### config.mk
export PLATFORM = sky130hd
export DESIGN_NAME = memory_bank_decoder
export DESIGN_NICKNAME = d
export VERILOG_FILES = /design/src/hdl/mbd_pkg.sv /design/src/hdl/mbd_in_stage.sv /design/src/hdl/mbd_decode.sv /design/src/hdl/mbd_out_stage.sv /design/src/hdl/memory_bank_decoder.sv
export VERILOG_INCLUDE_DIRS = /design/src /design/src/hdl
export SDC_FILE = /design/constraint.sdc
export NUM_CORES = 1
export LEC_CHECK = 0
export BUFFER_PORTS_ARGS = -buffer_cell sky130_fd_sc_hd__buf_2
export CORE_ASPECT_RATIO = 0.9
export CORE_MARGIN = 10
export CORE_UTILIZATION = 57
export CTS_CLUSTER_DIAMETER = 60
export DETAILED_ROUTE_END_ITERATION = 7
export GPL_ROUTABILITY_DRIVEN = 0
export MAX_ROUTING_LAYER = met4
export PLACE_DENSITY = 0.83
export SLEW_MARGIN = 20
export SYNTH_ARGS = -nofsm -noshare
export SYNTH_HDL_FRONTEND = slang
export SYNTH_SLANG_ARGS = --single-unit
### constraint.sdc
create_clock -name clk_i -period 4.7 [get_ports clk_i]
set_input_delay 0.235 -clock clk_i [delete_from_list [all_inputs] [get_ports clk_i]]
set_output_delay 0.235 -clock clk_i [all_outputs]
set_load 0.01 [all_outputs]
### src/hdl/assert_macros.svh
// assertion macros shared by the memory bank decoder rtl
// no dependencies; included by files that carry concurrent assertions
`ifndef ASSERT_MACROS_SVH
`define ASSERT_MACROS_SVH

// clocked assertion, masked while reset is asserted
`define ASSERT_RST(label, clk, rst_n, prop) \
  label: assert property (@(posedge clk) disable iff (!(rst_n)) (prop)) \
    else $error("assertion failed");

// clocked assertion, checked on every edge including reset
`define ASSERT_ALWAYS(label, clk, prop) \
  label: assert property (@(posedge clk) (prop)) \
    else $error("assertion failed");

`endif

### src/hdl/mbd_pkg.sv
// types, bank map table and region constants for the memory bank decoder
// no dependencies; imported by every mbd module
package mbd_pkg;

  localparam int unsigned REGIONS  = 7;
  localparam int unsigned ROWS     = 32;
  localparam int unsigned ADDR_W   = 16;
  localparam int unsigned OFFS_W   = 13;
  localparam int unsigned IDX_W    = 5;

  // bank kind of a region
  typedef enum logic [2:0] {
    KIND_RAM    = 3'd0,
    KIND_BASIC  = 3'd1,
    KIND_IO     = 3'd2,
    KIND_KERNAL = 3'd3,
    KIND_CHAR   = 3'd4,
    KIND_OPEN   = 3'd5,
    KIND_CLO    = 3'd6,
    KIND_CHI    = 3'd7
  } kind_e;

  typedef logic [2:0] region_t;

  // region codes, low address to high
  localparam region_t REGION_00 = 3'd0;
  localparam region_t REGION_10 = 3'd1;
  localparam region_t REGION_80 = 3'd2;
  localparam region_t REGION_A0 = 3'd3;
  localparam region_t REGION_C0 = 3'd4;
  localparam region_t REGION_D0 = 3'd5;
  localparam region_t REGION_E0 = 3'd6;

  // first page of each region
  localparam logic [7:0] PAGE_10 = 8'h10;
  localparam logic [7:0] PAGE_80 = 8'h80;
  localparam logic [7:0] PAGE_A0 = 8'ha0;
  localparam logic [7:0] PAGE_C0 = 8'hc0;
  localparam logic [7:0] PAGE_D0 = 8'hd0;
  localparam logic [7:0] PAGE_E0 = 8'he0;

  typedef logic [ADDR_W-1:0] addr_t;

  localparam addr_t REGION_BASE [REGIONS] = '{
    16'h0000, 16'h1000, 16'h8000, 16'ha000, 16'hc000, 16'hd000, 16'he000
  };

  // configuration register indexes
  localparam logic CFG_GAME  = 1'b0;
  localparam logic CFG_EXROM = 1'b1;

  typedef kind_e kind_row_t [REGIONS];

  // bank map, one row per pin combination, regions 00 10 80 a0 c0 d0 e0
  localparam kind_row_t BANK_MAP [ROWS] = '{
    '{KIND_RAM, KIND_RAM,  KIND_RAM, KIND_RAM,    KIND_RAM,  KIND_RAM,  KIND_RAM   },
    '{KIND_RAM, KIND_RAM,  KIND_RAM, KIND_RAM,    KIND_RAM,  KIND_RAM,  KIND_RAM   },
    '{KIND_RAM, KIND_RAM,  KIND_RAM, KIND_CHI,    KIND_RAM,  KIND_CHAR, KIND_KERNAL},
    '{KIND_RAM, KIND_RAM,  KIND_CLO, KIND_CHI,    KIND_RAM,  KIND_CHAR, KIND_KERNAL},
    '{KIND_RAM, KIND_RAM,  KIND_RAM, KIND_RAM,    KIND_RAM,  KIND_RAM,  KIND_RAM   },
    '{KIND_RAM, KIND_RAM,  KIND_RAM, KIND_RAM,    KIND_RAM,  KIND_IO,   KIND_RAM   },
    '{KIND_RAM, KIND_RAM,  KIND_RAM, KIND_CHI,    KIND_RAM,  KIND_IO,   KIND_KERNAL},
    '{KIND_RAM, KIND_RAM,  KIND_CLO, KIND_CHI,    KIND_RAM,  KIND_IO,   KIND_KERNAL},
    '{KIND_RAM, KIND_RAM,  KIND_RAM, KIND_RAM,    KIND_RAM,  KIND_RAM,  KIND_RAM   },
    '{KIND_RAM, KIND_RAM,  KIND_RAM, KIND_RAM,    KIND_RAM,  KIND_CHAR, KIND_RAM   },
    '{KIND_RAM, KIND_RAM,  KIND_RAM, KIND_RAM,    KIND_RAM,  KIND_CHAR, KIND_KERNAL},
    '{KIND_RAM, KIND_RAM,  KIND_CLO, KIND_BASIC,  KIND_RAM,  KIND_CHAR, KIND_KERNAL},
    '{KIND_RAM, KIND_RAM,  KIND_RAM, KIND_RAM,    KIND_RAM,  KIND_RAM,  KIND_RAM   },
    '{KIND_RAM, KIND_RAM,  KIND_RAM, KIND_RAM,    KIND_RAM,  KIND_IO,   KIND_RAM   },
    '{KIND_RAM, KIND_RAM,  KIND_RAM, KIND_RAM,    KIND_RAM,  KIND_IO,   KIND_KERNAL},
    '{KIND_RAM, KIND_RAM,  KIND_CLO, KIND_BASIC,  KIND_RAM,  KIND_IO,   KIND_KERNAL},
    '{KIND_RAM, KIND_OPEN, KIND_CLO, KIND_OPEN,   KIND_OPEN, KIND_IO,   KIND_CHI   },
    '{KIND_RAM, KIND_OPEN, KIND_CLO, KIND_OPEN,   KIND_OPEN, KIND_IO,   KIND_CHI   },
    '{KIND_RAM, KIND_OPEN, KIND_CLO, KIND_OPEN,   KIND_OPEN, KIND_IO,   KIND_CHI   },
    '{KIND_RAM, KIND_OPEN, KIND_CLO, KIND_OPEN,   KIND_OPEN, KIND_IO,   KIND_CHI   },
    '{KIND_RAM, KIND_OPEN, KIND_CLO, KIND_OPEN,   KIND_OPEN, KIND_IO,   KIND_CHI   },
    '{KIND_RAM, KIND_OPEN, KIND_CLO, KIND_OPEN,   KIND_OPEN, KIND_IO,   KIND_CHI   },
    '{KIND_RAM, KIND_OPEN, KIND_CLO, KIND_OPEN,   KIND_OPEN, KIND_IO,   KIND_CHI   },
    '{KIND_RAM, KIND_OPEN, KIND_CLO, KIND_OPEN,   KIND_OPEN, KIND_IO,   KIND_CHI   },
    '{KIND_RAM, KIND_RAM,  KIND_RAM, KIND_RAM,    KIND_RAM,  KIND_RAM,  KIND_RAM   },
    '{KIND_RAM, KIND_RAM,  KIND_RAM, KIND_RAM,    KIND_RAM,  KIND_CHAR, KIND_RAM   },
    '{KIND_RAM, KIND_RAM,  KIND_RAM, KIND_RAM,    KIND_RAM,  KIND_CHAR, KIND_KERNAL},
    '{KIND_RAM, KIND_RAM,  KIND_RAM, KIND_BASIC,  KIND_RAM,  KIND_CHAR, KIND_KERNAL},
    '{KIND_RAM, KIND_RAM,  KIND_RAM, KIND_RAM,    KIND_RAM,  KIND_RAM,  KIND_RAM   },
    '{KIND_RAM, KIND_RAM,  KIND_RAM, KIND_RAM,    KIND_RAM,  KIND_IO,   KIND_RAM   },
    '{KIND_RAM, KIND_RAM,  KIND_RAM, KIND_RAM,    KIND_RAM,  KIND_IO,   KIND_KERNAL},
    '{KIND_RAM, KIND_RAM,  KIND_RAM, KIND_BASIC,  KIND_RAM,  KIND_IO,   KIND_KERNAL}
  };

  // row used before the first access: all pins high
  localparam logic [IDX_W-1:0] IDX_RESET = 5'd31;

  // registered access, as held in the input stage
  typedef struct packed {
    addr_t            addr;
    logic [IDX_W-1:0] idx;
    logic [IDX_W-1:0] prev_idx;
  } access_t;

  // decoded result of one access
  typedef struct packed {
    kind_e             kind;
    logic [OFFS_W-1:0] offset;
    logic              basic_mapped;
    logic [2:0]        changed_mask;
  } result_t;

endpackage

### src/hdl/mbd_in_stage.sv
// input register stage: captures the access, forms the row index, tracks the previous row
// depends on mbd_pkg
module mbd_in_stage
  import mbd_pkg::*;
(
  input  logic       clk_i,
  input  logic       rst_ni,
  input  logic       in_valid_i,
  output logic       in_stall_o,
  input  addr_t      address_i,
  input  logic       loram_i,
  input  logic       hiram_i,
  input  logic       charen_i,
  input  logic       cart_game_i,
  input  logic       cart_exrom_i,
  input  logic       advance_i,
  output logic       valid_o,
  output access_t    access_o
);

  logic             valid_q, valid_d;
  access_t          access_q;
  logic [IDX_W-1:0] prev_q;
  logic [IDX_W-1:0] idx;
  logic             accept;

  // hold off the source only while a held transaction cannot move on
  assign in_stall_o = valid_q & ~advance_i;
  assign accept     = in_valid_i & ~in_stall_o;
  assign idx        = {cart_exrom_i, cart_game_i, charen_i, hiram_i, loram_i};
  assign valid_d    = accept | (valid_q & ~advance_i);

  always_ff @(posedge clk_i or negedge rst_ni) begin
    if (!rst_ni) begin
      valid_q <= 1'b0;
      prev_q  <= IDX_RESET;
    end else begin
      valid_q <= valid_d;
      if (accept) begin
        prev_q <= idx;
      end
    end
  end

  // payload register
  always_ff @(posedge clk_i) begin
    if (accept) begin
      access_q.addr     <= address_i;
      access_q.idx      <= idx;
      access_q.prev_idx <= prev_q;
    end
  end

  assign valid_o  = valid_q;
  assign access_o = access_q;

endmodule

### src/hdl/mbd_decode.sv
// region decode and bank map lookup for one registered access
// depends on mbd_pkg
module mbd_decode
  import mbd_pkg::*;
(
  input  access_t access_i,
  output result_t result_o
);

  logic [7:0] page;
  region_t    region;
  kind_row_t  row_now;
  kind_row_t  row_was;
  addr_t      diff;

  assign page    = access_i.addr[ADDR_W-1:ADDR_W-8];
  assign row_now = BANK_MAP[access_i.idx];
  assign row_was = BANK_MAP[access_i.prev_idx];

  // priority decode of the page into a region
  always_comb begin
    if (page >= PAGE_E0) begin
      region = REGION_E0;
    end else if (page >= PAGE_D0) begin
      region = REGION_D0;
    end else if (page >= PAGE_C0) begin
      region = REGION_C0;
    end else if (page >= PAGE_A0) begin
      region = REGION_A0;
    end else if (page >= PAGE_80) begin
      region = REGION_80;
    end else if (page >= PAGE_10) begin
      region = REGION_10;
    end else begin
      region = REGION_00;
    end
  end

  // offset from region base; the wide region wraps to the low bits
  assign diff = access_i.addr - REGION_BASE[region];

  always_comb begin
    result_o.kind            = row_now[region];
    result_o.offset          = diff[OFFS_W-1:0];
    result_o.basic_mapped    = (row_now[REGION_A0] == KIND_BASIC);
    result_o.changed_mask[0] = (row_now[REGION_A0] != row_was[REGION_A0]);
    result_o.changed_mask[1] = (row_now[REGION_D0] != row_was[REGION_D0]);
    result_o.changed_mask[2] = (row_now[REGION_E0] != row_was[REGION_E0]);
  end

endmodule

### src/hdl/mbd_out_stage.sv
// result register stage with its output handshake
// depends on mbd_pkg
module mbd_out_stage
  import mbd_pkg::*;
(
  input  logic    clk_i,
  input  logic    rst_ni,
  input  logic    valid_i,
  input  result_t result_i,
  output logic    advance_o,
  output logic    out_valid_o,
  input  logic    out_stall_i,
  output result_t result_o
);

  logic    valid_q;
  result_t result_q;

  // the register moves whenever it is empty or being taken
  assign advance_o = ~valid_q | ~out_stall_i;

  always_ff @(posedge clk_i or negedge rst_ni) begin
    if (!rst_ni) begin
      valid_q <= 1'b0;
    end else if (advance_o) begin
      valid_q <= valid_i;
    end
  end

  always_ff @(posedge clk_i) begin
    if (advance_o && valid_i) begin
      result_q <= result_i;
    end
  end

  assign out_valid_o = valid_q;
  assign result_o    = result_q;

endmodule

### src/hdl/memory_bank_decoder.sv
// top level of the memory bank decoder: config registers, input stage, decode, result stage
// depends on mbd_pkg, mbd_in_stage, mbd_decode, mbd_out_stage and assert_macros.svh
//
//  channel | direction | handshake              | payload
//  --------+-----------+------------------------+-------------------------------------------
//  in      | sink      | in_valid_i / in_stall_o | address, loram, hiram, charen
//  out     | source    | out_valid_o / out_stall_i | region_kind, rom_offset, basic_mapped,
//          |           |                        | changed_mask
//  cfg     | sink      | cfg_we_i               | cfg_index_i, cfg_data_i
//
// one transaction per cycle sustained while out_stall_i is low; each result passes through
// the input register, then the table lookup into the result register, before it reaches
// the outputs
// reset sets both cartridge lines high and the previous row to all pins high
// a stalled output holds the result; the input register still takes one transaction if it
// is empty before the input stalls
`include "assert_macros.svh"

module memory_bank_decoder
  import mbd_pkg::*;
(
  input  logic              clk_i,
  input  logic              rst_ni,
  input  logic              in_valid_i,
  output logic              in_stall_o,
  input  logic [15:0]       in_address_i,
  input  logic              in_loram_i,
  input  logic              in_hiram_i,
  input  logic              in_charen_i,
  output logic              out_valid_o,
  input  logic              out_stall_i,
  output logic [2:0]        out_region_kind_o,
  output logic [12:0]       out_rom_offset_o,
  output logic              out_basic_mapped_o,
  output logic [2:0]        out_changed_mask_o,
  input  logic              cfg_we_i,
  input  logic              cfg_index_i,
  input  logic              cfg_data_i
);

  logic    cart_game_q;
  logic    cart_exrom_q;
  logic    s1_valid;
  access_t s1_access;
  logic    advance;
  result_t dec_result;
  result_t out_result;

  // cartridge line registers
  always_ff @(posedge clk_i or negedge rst_ni) begin
    if (!rst_ni) begin
      cart_game_q  <= 1'b1;
      cart_exrom_q <= 1'b1;
    end else if (cfg_we_i) begin
      case (cfg_index_i)
        CFG_GAME:  cart_game_q  <= cfg_data_i;
        CFG_EXROM: cart_exrom_q <= cfg_data_i;
        default: ;
      endcase
    end
  end

  mbd_in_stage u_in_stage (
    .clk_i        (clk_i),
    .rst_ni       (rst_ni),
    .in_valid_i   (in_valid_i),
    .in_stall_o   (in_stall_o),
    .address_i    (in_address_i),
    .loram_i      (in_loram_i),
    .hiram_i      (in_hiram_i),
    .charen_i     (in_charen_i),
    .cart_game_i  (cart_game_q),
    .cart_exrom_i (cart_exrom_q),
    .advance_i    (advance),
    .valid_o      (s1_valid),
    .access_o     (s1_access)
  );

  mbd_decode u_decode (
    .access_i (s1_access),
    .result_o (dec_result)
  );

  mbd_out_stage u_out_stage (
    .clk_i       (clk_i),
    .rst_ni      (rst_ni),
    .valid_i     (s1_valid),
    .result_i    (dec_result),
    .advance_o   (advance),
    .out_valid_o (out_valid_o),
    .out_stall_i (out_stall_i),
    .result_o    (out_result)
  );

  assign out_region_kind_o  = out_result.kind;
  assign out_rom_offset_o   = out_result.offset;
  assign out_basic_mapped_o = out_result.basic_mapped;
  assign out_changed_mask_o = out_result.changed_mask;

  // a basic region kind can only come from a row that maps basic
  `ASSERT_RST(a_basic_kind_mapped, clk_i, rst_ni,
    (out_valid_o && out_region_kind_o == KIND_BASIC) |-> out_basic_mapped_o)

  // a transaction into an empty pipe passes through the input register, then reaches the output
  `ASSERT_RST(a_empty_latency, clk_i, rst_ni,
    (in_valid_i && !in_stall_o && !s1_valid && !out_valid_o) |=> s1_valid ##1 out_valid_o)

  // a held input-stage transaction keeps its payload until it moves on
  `ASSERT_RST(a_s1_hold, clk_i, rst_ni,
    (s1_valid && !advance) |=> (s1_valid && $stable(s1_access)))

endmodule
==> results of run 1 <==
-- power groups by stage --
| stage | Combinational [mW] | Clock (mW) | Sequential, mW |
|---|---|---|---|
| 2_1_floorplan | 0.0756 | 0 | 0.630 |
| 3_3_place_gp | 0.113 | 0 | 0.631 |
| 3_5_place_dp | 0.120 | 0 | 0.635 |
| 4_1_cts | 0.121 | 0.267 | 0.624 |
| 5_1_grt | 0.133 | 0.287 | 0.630 |
| 6_report | 0.120 | 0.257 | 0.624 |
-- routing by layer --
layer  track usage, %  wire length [µm]  vias to the layer above
met5                -                 0                        -
li1                 -                 -                      634
met3             3.82               245                       17
met1             11.7              1490                      610
met4             7.40               134                        0
met2             20.7              2070                       68
-- timing repair --
item / CTS / global route
hold endpoints to repair: 9 / 0
gates resized for setup: 0 / 0
hold buffers: 1 / 0
-- area by class of cell --
class	instances	area, µm²	area share (%)
Timing Repair Buffer	48	245	9.59
Clock inverter	3	23.8	0.930
Multi-Input combinational cell	80	532	20.8
Tap cell	46	57.6	2.25
Inverter	4	15.0	0.587
Clock buffer	5	68.8	2.69
Sequential cell	55	1620	63.2
-- critical path: cells and delay by family, from the launching register on --
| family | cells | cell delay [ps] |
|---|---|---|
| and+or+nand+nor | 2 | 330 |
| buffers and inverters | 1 | 740 |
| DFF | 1 | 450 |
-- cells in the mapped netlist (2+ instances only) --
| cell type | count |
|---|---|
| o21ai_0 | 5 |
| nand2_1 | 6 |
| xor2_1 | 2 |
| dfrtp_1 | 2 |
| buf_2 | 3 |
| nand2b_1 | 5 |
| a21oi_1 | 10 |
| clkbuf_1 | 2 |
| edfxtp_1 | 46 |
| nor2_1 | 9 |
| nor3_1 | 3 |
| inv_1 | 4 |
| nor2b_1 | 5 |
| mux2_2 | 7 |
| o21ai_1 | 2 |
| nand3_1 | 3 |
| o22ai_1 | 4 |
| o31ai_1 | 2 |
| dfstp_2 | 7 |
-- flip-flops by register name, indices dropped and copies added (netlist names) --
register / cells
cart_exrom_q: 1
cart_game_q: 1
u_in_stage.access_o: 26
u_in_stage.prev_q: 5
u_in_stage.valid_o: 1
u_out_stage.out_valid_o: 1
u_out_stage.result_o: 20
-- per-stage QoR --
step                area (µm²)  instances  setup slack [ps]
floorplan                 2180        145              2310
CTS                       2550        241              2790
global placement          2450        232              2950
finish                    2560        241              2810
global route              2560        241              2660
detailed placement        2450        232              2810
-- cell families (layout without fill, tap and decap cells) --
kind of cell | Yosys count | in the layout | synth area share, %
AOI/OAI and AO/OA | 30 | 30 | 8.49
DFF | 55 | 55 | 74.1
and+or+nand+nor | 38 | 38 | 9.41
xor gates and xnor gates | 3 | 3 | 1.21
buffers and inverters | 10 | 60 | 2.07
muxes | 9 | 9 | 4.76
-- final timing paths --
path                                               from                      end  slack, ps  cells past startpoint
worst max-delay path            u_out_stage.out_valid_o  u_in_stage.access_o[12]       2810                      3
worst max register to register  u_out_stage.out_valid_o  u_in_stage.access_o[12]       2810                      3
min in group asynchronous                        rst_ni       u_in_stage.valid_o        300                      2
worst min-delay path                   in_address_i[10]  u_in_stage.access_o[20]        100                      1
max in group asynchronous                        rst_ni     u_in_stage.prev_q[4]       4150                      2
worst min register to register  u_in_stage.access_o[15]  u_out_stage.result_o[9]        430                      0
==> qor.csv, run 1 <==
stage,metric,value,unit
status,outcome,finished clean,
floorplan,die_w,85.2,µm
routing,viasPerCell,5.51,
synthesis,synthCells,145,
timing,skew,4.49,ps
critical_path,worst_ep_required_time,4630,ps
timing,finalSetupTns,0,ps
floorplan,num_rows,21,
critical_path,start_kind,flip-flop,
timing,fin_crit,1890,ps
pwr,power_frac_seq,62.3,%
synthesis,synth-main-ff-cell,edfxtp_1,
global_routing,grtUsageTotal,12.1,%
clock_tree,cts_tree,yes,
synthesis,yosysUniqueCellTypes,37,
floorplan,fp.dieArea,6700,µm²
global_routing,overflow,0,
timing,relSlewSlack,37.5,%
routing,vias,1329,
routing,first_iter_violations,135,
pwr,p_int,0.756,mW
critical_path,critical_path_class,flip-flop to flip-flop,
critical_path,crit_chain,nand3_1 -> nand2_1 -> inv_1,
clock_tree,clock-sinks,55,
global_routing,antenna_found_initial,0,
clock_tree,cts_buffers,5,
synthesis,avgSynthCellArea,15.0,µm²
layout,syn_to_final_growth,17.3,%
synthesis,synth_top_area_share,63.3,%
timing,hold_violations,0,
layout,final_util,69.0,%
routing,routed_wl,3930,µm
timing,hold-worst-slack,98.7,ps
placement,port_buffers,47,
pwr,ir_drop,0.242,mV
synthesis,ys_warn_count,0,
floorplan,start_util,58.9,%
clock_tree,clk_pin_slew_worst_paths,100,ps
timing,setup_viol,0,
critical_path,crit_arrival,1830,ps
synthesis,yosysTopAreaCell,edfxtp_1,
layout,fill_cells,262,
job,drv_cap,0,
routing,postRouteAntennaNets,0,
critical_path,slowest_stage,inv_1,
synthesis,ys_seq_elements,55,
critical_path,end_kind,flip-flop,
routing,wl_per_cell,16.3,µm
layout,drive_gt1_share,39.0,%
synthesis,netlist_area,2180,µm²
pwr,swShare,24.5,%
floorplan,die_height,78.7,µm
global_routing,grt_pass1_vias,1367,
synthesis,synthesis.nets,171,
clock_tree,h-tree-depth,2,
timing,rsz0062_at_grt,false,
critical_path,max_stage_delay,740,ps
pwr,p_leak,0.987,nW
timing,max_freq,528,MHz
clock_tree,post-cts-setup-buffers,0,
global_routing,grt_pass1_wl,6310,µm
floorplan,core,3700,µm²
global_routing,grt_max_degree,27,
routing,drc_errors,0,
pwr,clockPowerShare,25.6,%
hold_path,worstHoldPathType,input pin to flip-flop,
layout,final_common_cell,buf_2,
critical_path,path_max_fanout,26,
floorplan,io_pins,48,
synthesis,synth_edf_count,46,
synthesis,synth-seq-area-share,74.1,%
pwr,pwr-share-comb,12.0,%
synthesis,ys_async_sr_fraction,16.4,%
timing,min_period_over_period,40.3,%
clock_tree,root_buffer,clkbuf_8,
synthesis,synthTopCellsByArea,"edfxtp_1, dfstp_2, mux2_2",
layout,n_antenna_cell,0,
timing,worst_pin_slew,936,ps
placement,place_hpwl,2970,µm
routing,detail_route.first_pass.iterations,4,
clock_tree,clk_path_buf_depth,2,
layout,nets,220,
pwr,switching_power,0.245,mW
pwr,total_power,1.00,mW
timing,final_max_slew_viol_count,0,
layout,most-common-layout-cells,"buf_2, edfxtp_1, a21oi_1",
clock_tree,worstSkewPairLatency,300,ps
pwr,cellPowerDensity,392,nW/µm²
No activity file was read; power rests on OpenSTA's default activity.
==> run 2: changes to the inputs <==
--- a/config.mk
+++ b/config.mk
@@ -6,15 +6,16 @@
 export SDC_FILE = /design/constraint.sdc
 export NUM_CORES = 1
 export LEC_CHECK = 0
+export ABC_AREA = 1
 export BUFFER_PORTS_ARGS = -buffer_cell sky130_fd_sc_hd__buf_2
 export CORE_ASPECT_RATIO = 0.9
 export CORE_MARGIN = 10
-export CORE_UTILIZATION = 57
+export CORE_UTILIZATION = 48
 export CTS_CLUSTER_DIAMETER = 60
 export DETAILED_ROUTE_END_ITERATION = 7
 export GPL_ROUTABILITY_DRIVEN = 0
 export MAX_ROUTING_LAYER = met4
-export PLACE_DENSITY = 0.83
+export PLACE_DENSITY = 0.75
 export SLEW_MARGIN = 20
 export SYNTH_ARGS = -nofsm -noshare
 export SYNTH_HDL_FRONTEND = slang
==> constraint.sdc (replaced) <==
create_clock -name clk_i -period 1.6 [get_ports clk_i]
set_input_delay 0.08 -clock clk_i [delete_from_list [all_inputs] [get_ports clk_i]]
set_output_delay 0.08 -clock clk_i [all_outputs]
set_load 0.01 [all_outputs]
==> qor.csv, run 2 <==
stage,metric,value,unit,change
synthesis,yosys-top-cells-count,"edfxtp_1, nand2_1, inv_1",,
synthesis,synthCells,170,,+17%
critical_path,crit_family,buffers and inverters,,
synthesis,synthesis.nets,196,,+15%
synthesis,yosysUniqueCellTypes,23,,-38%
synthesis,netlist_area,2150,µm²,-1.3%
critical_path,start_kind,flip-flop,,
pwr,cellPowerDensity,1040,nW/µm²,+160%
floorplan,fp.dieArea,7570,µm²,+13%
layout,syn_to_final_growth,32.0,%,
routing,wl_per_cell,12.5,µm,-24%
timing,fin_crit,1370,ps,-523 ps
timing,skew,10.0,ps,+5.55 ps
placement,place_hpwl,2790,µm,-6.0%
layout,drive_gt1_share,33.5,%,-5.5 points
synthesis,ys_seq_elements,55,,unchanged
status,outcome,finished clean,,
timing,finalSetupTns,0,ps,unchanged
routing,first_iter_violations,68,,-50%
floorplan,core,4400,µm²,+19%
routing,routed_wl,3900,µm,-0.86%
pwr,p_leak,1.21,nW,+23%
critical_path,crit_chain,a21oi_1 -> a31oi_1 -> dlygate4sd3_1,,
pwr,ir_drop,0.527,mV,+120%
routing,viasPerCell,4.67,,-15%
critical_path,slowest_stage,dlygate4sd3_1,,
synthesis,yosysTopAreaCell,edfxtp_1,,
timing,max_freq,729,MHz,+38%
critical_path,max_stage_delay,570,ps,-170 ps
floorplan,die_w,90.6,µm,+6.3%
global_routing,grt_max_degree,32,,+19%
clock_tree,worstSkewPairLatency,310,ps,about the same
global_routing,overflow,0,,unchanged
timing,setup_viol,0,,unchanged
pwr,total_power,2.94,mW,+190%
routing,vias,1463,,+10%
synthesis,synth-main-ff-cell,edfxtp_1,,
synthesis,synth_edf_count,46,,unchanged
routing,postRouteAntennaNets,0,,unchanged
floorplan,die_height,83.5,µm,+6.2%
clock_tree,clk_path_buf_depth,2,,unchanged
clock_tree,h-tree-depth,2,,unchanged
floorplan,start_util,48.9,%,-10 points
synthesis,synth_top_area_share,64.2,%,+0.85 points
synthesis,ys_warn_count,0,,unchanged
global_routing,grtUsageTotal,11.2,%,-0.94 points
placement,dp_slack,272,ps,-2530 ps
floorplan,io_pins,48,,unchanged
clock_tree,clock-sinks,55,,unchanged
global_routing,antenna_found_initial,0,,unchanged
global_routing,grt_pass1_vias,1478,,+8.1%
timing,final_max_slew_viol_count,0,,unchanged
layout,n_antenna_cell,0,,unchanged
synthesis,synthTopCellsByArea,"edfxtp_1, dfstp_2, nand2_1",,
synthesis,synth-seq-area-share,75.1,%,+0.99 points
clock_tree,post-cts-setup-buffers,0,,unchanged
floorplan,num_rows,23,,+9.5%
layout,final_common_cell,buf_2,,
critical_path,worst_ep_required_time,1850,ps,-2780 ps
critical_path,critical_path_class,flip-flop to flip-flop,,
layout,nets,276,,+25%
timing,rsz0062_at_grt,false,,
timing,worst_slack,229,ps,-2580 ps
timing,min_period_over_period,85.7,%,+45 points
synthesis,avgSynthCellArea,12.7,µm²,-16%
timing,worst_pin_slew,303,ps,-633 ps
clock_tree,clk_pin_slew_worst_paths,90,ps,about the same
critical_path,path_max_fanout,3,,-88%
clock_tree,cts_buffers,5,,unchanged
job,drv_cap,0,,unchanged
layout,largest_register_ff_count,26,,unchanged
layout,most-common-layout-cells,"buf_2, edfxtp_1, nand2_1",,
critical_path,cp_num_buf_inv,1,,unchanged
hold_path,worstHoldPathType,input pin to flip-flop,,
global_routing,grt_pass1_wl,6780,µm,+7.3%
clock_tree,cts_tree,yes,,
clock_tree,root_buffer,clkbuf_8,,
timing,hold_violations,0,,unchanged
synthesis,yosysMostFrequentCell,edfxtp_1,,
timing,relSlewSlack,79.6,%,+42 points
synthesis,ys_async_sr_fraction,16.4,%,unchanged
critical_path,end_kind,flip-flop,,
placement,port_buffers,47,,unchanged
routing,detail_route.first_pass.iterations,4,,unchanged
routing,drc_errors,0,,unchanged
critical_path,crit_arrival,1620,ps,-210 ps
==> run 2: path summary, 6_finish.rpt <==
path | start | to | slack (ps) | depth (start not counted)
min | cfg_data_i | cart_game_q | 9 | 3
max in group asynchronous | rst_ni | u_in_stage.prev_q[2] | 1200 | 2
max reg2reg | cart_exrom_q | cart_exrom_q | 230 | 3
min in group asynchronous | rst_ni | u_out_stage.out_valid_o | 150 | 2
max | cart_exrom_q | cart_exrom_q | 230 | 3
min reg2reg | u_in_stage.access_o[14] | u_out_stage.result_o[8] | 420 | 0
==> run 2: timing repair <==
item / 4_1_cts / 5_1_grt
hold buffers: 24 / 0
hold endpoints to repair: 34 / 0
resized for setup: 0 / 0
==> run 2: stage by stage <==
stage / area [µm²] / hold slack (ps) / instances / util (%)
after floorplan: 2170 / -216 / 170 / -
after global placement: 2510 / -65.2 / 281 / 57.1
after detailed placement: 2510 / -59.3 / 281 / 57.1
after CTS: 2840 / 5.33 / 313 / 64.5
after global routing: 2840 / 38.2 / 313 / 64.5
final: 2840 / 9.26 / 313 / 64.5
==> run 2: tightest hold or removal path, delay by kind of cell <==
kind                   cells  cell delay (ps)
AO/OA/AOI/OAI              1               80
buffers and inverters      2              150
==> run 2: metal layers <==
| layer | wire length [µm] | track usage (%) | vias to the layer above |
|---|---|---|---|
| li1 | - | - | 742 |
| met1 | 1620 | 11.6 | 663 |
| met2 | 1990 | 19.2 | 51 |
| met3 | 249 | 3.87 | 7 |
| met4 | 44 | 3.90 | 0 |
| met5 | 0 | - | - |
==> run 2: logic make-up after synthesis <==
kind of cell,after synthesis,synth area share (%)
xor gates and xnor gates,4,1.63
and+or+nand+nor,73,14.8
AOI/OAI and AO/OA,18,5.00
buffers and inverters,20,3.49
DFF,55,75.1
==> run 2: layout make-up <==
class	count	area [µm²]
inverter	20	78.8
multi-input combinational	95	478
clock buffer	6	72.6
fill	337	1560
sequential	55	1620
timing repair buffer	73	503
clock inverter	2	16.3
tap	62	77.6
==> run 2: report_power, final <==
part	switching, mW	internal, mW	total (mW)
clock network	0.434	0.315	0.749
logic	0.230	0.182	0.412
registers	0.0555	1.73	1.78
==> run 3: changes to the inputs <==
--- a/config.mk
+++ b/config.mk
@@ -6,7 +6,7 @@
 export SDC_FILE = /design/constraint.sdc
 export NUM_CORES = 1
 export LEC_CHECK = 0
-export ABC_AREA = 1
+export ABC_AREA = 0
 export BUFFER_PORTS_ARGS = -buffer_cell sky130_fd_sc_hd__buf_2
 export CORE_ASPECT_RATIO = 0.9
 export CORE_MARGIN = 10
@@ -15,8 +15,7 @@
 export DETAILED_ROUTE_END_ITERATION = 7
 export GPL_ROUTABILITY_DRIVEN = 0
 export MAX_ROUTING_LAYER = met4
-export PLACE_DENSITY = 0.75
-export SLEW_MARGIN = 20
+export PLACE_DENSITY = 0.84
 export SYNTH_ARGS = -nofsm -noshare
 export SYNTH_HDL_FRONTEND = slang
 export SYNTH_SLANG_ARGS = --single-unit
==> qor.csv, run 3 (synthesized netlist as in run 1, its figures left out) <==
stage,metric,value,unit,change
floorplan,core,4430,µm²,+0.65%
clock_tree,root_buffer,clkbuf_8,,
layout,fin_area,2840,µm²,about the same
routing,detail_route.first_pass.iterations,4,,unchanged
timing,skew,7.50,ps,-2.54 ps
critical_path,crit_arrival,1650,ps,+30 ps
layout,drive_gt1_share,37.7,%,+4.2 points
pwr,cellPowerDensity,1040,nW/µm²,+0.71%
placement,place_hpwl,2830,µm,+1.6%
timing,rsz0062_at_grt,false,,
clock_tree,cts_tree,yes,,
routing,viasPerCell,4.81,,+2.8%
placement,dp_slack,126,ps,-145 ps
floorplan,fp.dieArea,7640,µm²,+1.0%
timing,final_max_slew_viol_count,0,,unchanged
layout,n_antenna_cell,0,,unchanged
layout,nets,248,,-10%
layout,instances_no_fill,285,,-8.9%
timing,relSlewSlack,77.0,%,-2.6 points
timing,finalSetupTns,0,ps,unchanged
global_routing,grt_pass1_vias,1385,,-6.3%
global_routing,grt_max_degree,21,,-34%
critical_path,critical_path_class,flip-flop to flip-flop,,
layout,largest_register_ff_count,26,,unchanged
critical_path,path_max_fanout,7,,+4
routing,drc_errors,0,,unchanged
global_routing,grt_pass1_wl,6740,µm,-0.50%
clock_tree,worstSkewPairLatency,300,ps,about the same
clock_tree,cts_buffers,5,,unchanged
routing,wl_per_cell,13.8,µm,+11%
global_routing,grtUsageTotal,10.9,%,-0.22 points
pwr,ir_drop,0.481,mV,-8.7%
clock_tree,clk_pin_slew_worst_paths,90,ps,about the same
global_routing,overflow,0,,unchanged
pwr,total_power,2.97,mW,+0.80%
routing,vias,1370,,-6.4%
timing,worst_slack,90.5,ps,-139 ps
floorplan,die_w,91.1,µm,+0.52%
timing,setup_viol,0,,unchanged
placement,port_buffers,47,,unchanged
global_routing,antenna_found_initial,0,,unchanged
placement,placed_cell_area,2540,µm²,+0.95%
layout,syn_to_final_growth,30.4,%,
floorplan,die_height,83.9,µm,+0.51%
timing,hold_violations,0,,unchanged
status,outcome,finished clean,,
clock_tree,h-tree-depth,2,,unchanged
critical_path,start_kind,flip-flop,,
clock_tree,clk_path_buf_depth,2,,unchanged
critical_path,end_kind,flip-flop,,
timing,fin_crit,1510,ps,+139 ps
routing,first_iter_violations,163,,+140%
placement,numPlacedInstances,255,,-9.3%
floorplan,io_pins,48,,unchanged
hold_path,worstHoldPathType,input pin to flip-flop,,
timing,min_period_over_period,94.3,%,+8.7 points
layout,most-common-layout-cells,"buf_2, edfxtp_1, dlygate4sd3_1",,
layout,final_common_cell,buf_2,,
routing,routed_wl,3920,µm,+0.62%
timing,max_freq,662,MHz,-9.2%
pwr,p_leak,1.10,nW,-9.4%
timing,worst_pin_slew,345,ps,+42.0 ps
floorplan,num_rows,23,,unchanged
critical_path,worst_ep_required_time,1740,ps,-110 ps
job,drv_cap,0,,unchanged
routing,postRouteAntennaNets,0,,unchanged
clock_tree,clock-sinks,55,,unchanged
floorplan,start_util,49.2,%,+0.33 points
[run 3: changes by cell type in the layout (fill, tap and decap cells not counted), sizes merged, moves of 3 or more]
cell | previous run | this run
o22ai | 0 | 4
mux2 | 0 | 8
buf | 49 | 55
nor3 | 0 | 3
dlygate4sd3 | 24 | 21
a21oi | 5 | 11
nand2b | 0 | 6
nor2b | 0 | 5
nand3 | 9 | 3
o21ai | 10 | 7
nand2 | 48 | 6
or2 | 3 | 0
inv | 20 | 3
[run 3: per-stage QoR]
step | hold WS (ps) | util, %
CTS | 17.6 | 63.9
floorplan | -216 | -
detailed placement | -64.6 | 57.2
global placement | -66.0 | 57.2
global route | 16.9 | 64.2
finish | 26.5 | 64.2
[run 3: final cells by class]
| class | count | area (µm²) |
|---|---|---|
| multi-input cells | 80 | 529 |
| fillers | 335 | 1590 |
| clock buffers | 6 | 72.6 |
| inverters | 4 | 18.8 |
| well taps | 62 | 77.6 |
| repair buffers | 76 | 518 |
| clock inverters | 2 | 12.5 |
| flip-flops and latches | 55 | 1620 |
[run 3: repair_timing]
item	4_1_cts	5_1_grt
endpoints found under the hold margin	29	0
hold buffers	21	0
endpoints found under the setup margin	0	1
buffers inserted	0	1
gates resized for setup	0	1
[run 3: critical path, cell delays in order (launching register included)]
cell and delay [ps]:
edfxtp_1 480, nand2b_1 230, a21oi_1 290, mux2i_1 130, a32oi_1 220
[run 3: power by group]
part           switching, mW  internal (mW)
Clock                  0.417          0.307
Combinational          0.198          0.219
Sequential            0.0862           1.74
[run 3: final timing paths]
| check | from | end | slack, ps | depth (start not counted) |
|---|---|---|---|---|
| worst max-delay path | u_in_stage.access_o[9] | u_out_stage.result_o[19] | 90 | 4 |
| max in group asynchronous | rst_ni | u_in_stage.prev_q[1] | 1210 | 2 |
| min in group asynchronous | rst_ni | u_in_stage.valid_o | 150 | 2 |
| worst max register to register | u_in_stage.access_o[9] | u_out_stage.result_o[19] | 90 | 4 |
| worst min register to register | u_in_stage.access_o[12] | u_out_stage.result_o[6] | 420 | 0 |
| worst min-delay path | cfg_data_i | cart_exrom_q | 30 | 2 |
[run 3: per-layer routing]
metal | share of wire [%] | vias to the layer above | GRT usage [%]
li1 | - | 692 | -
met1 | 43 | 630 | 13.0
met2 | 52 | 43 | 17.2
met3 | 4.5 | 5 | 3.06
met4 | 0.79 | 0 | 4.27
met5 | 0 | - | -
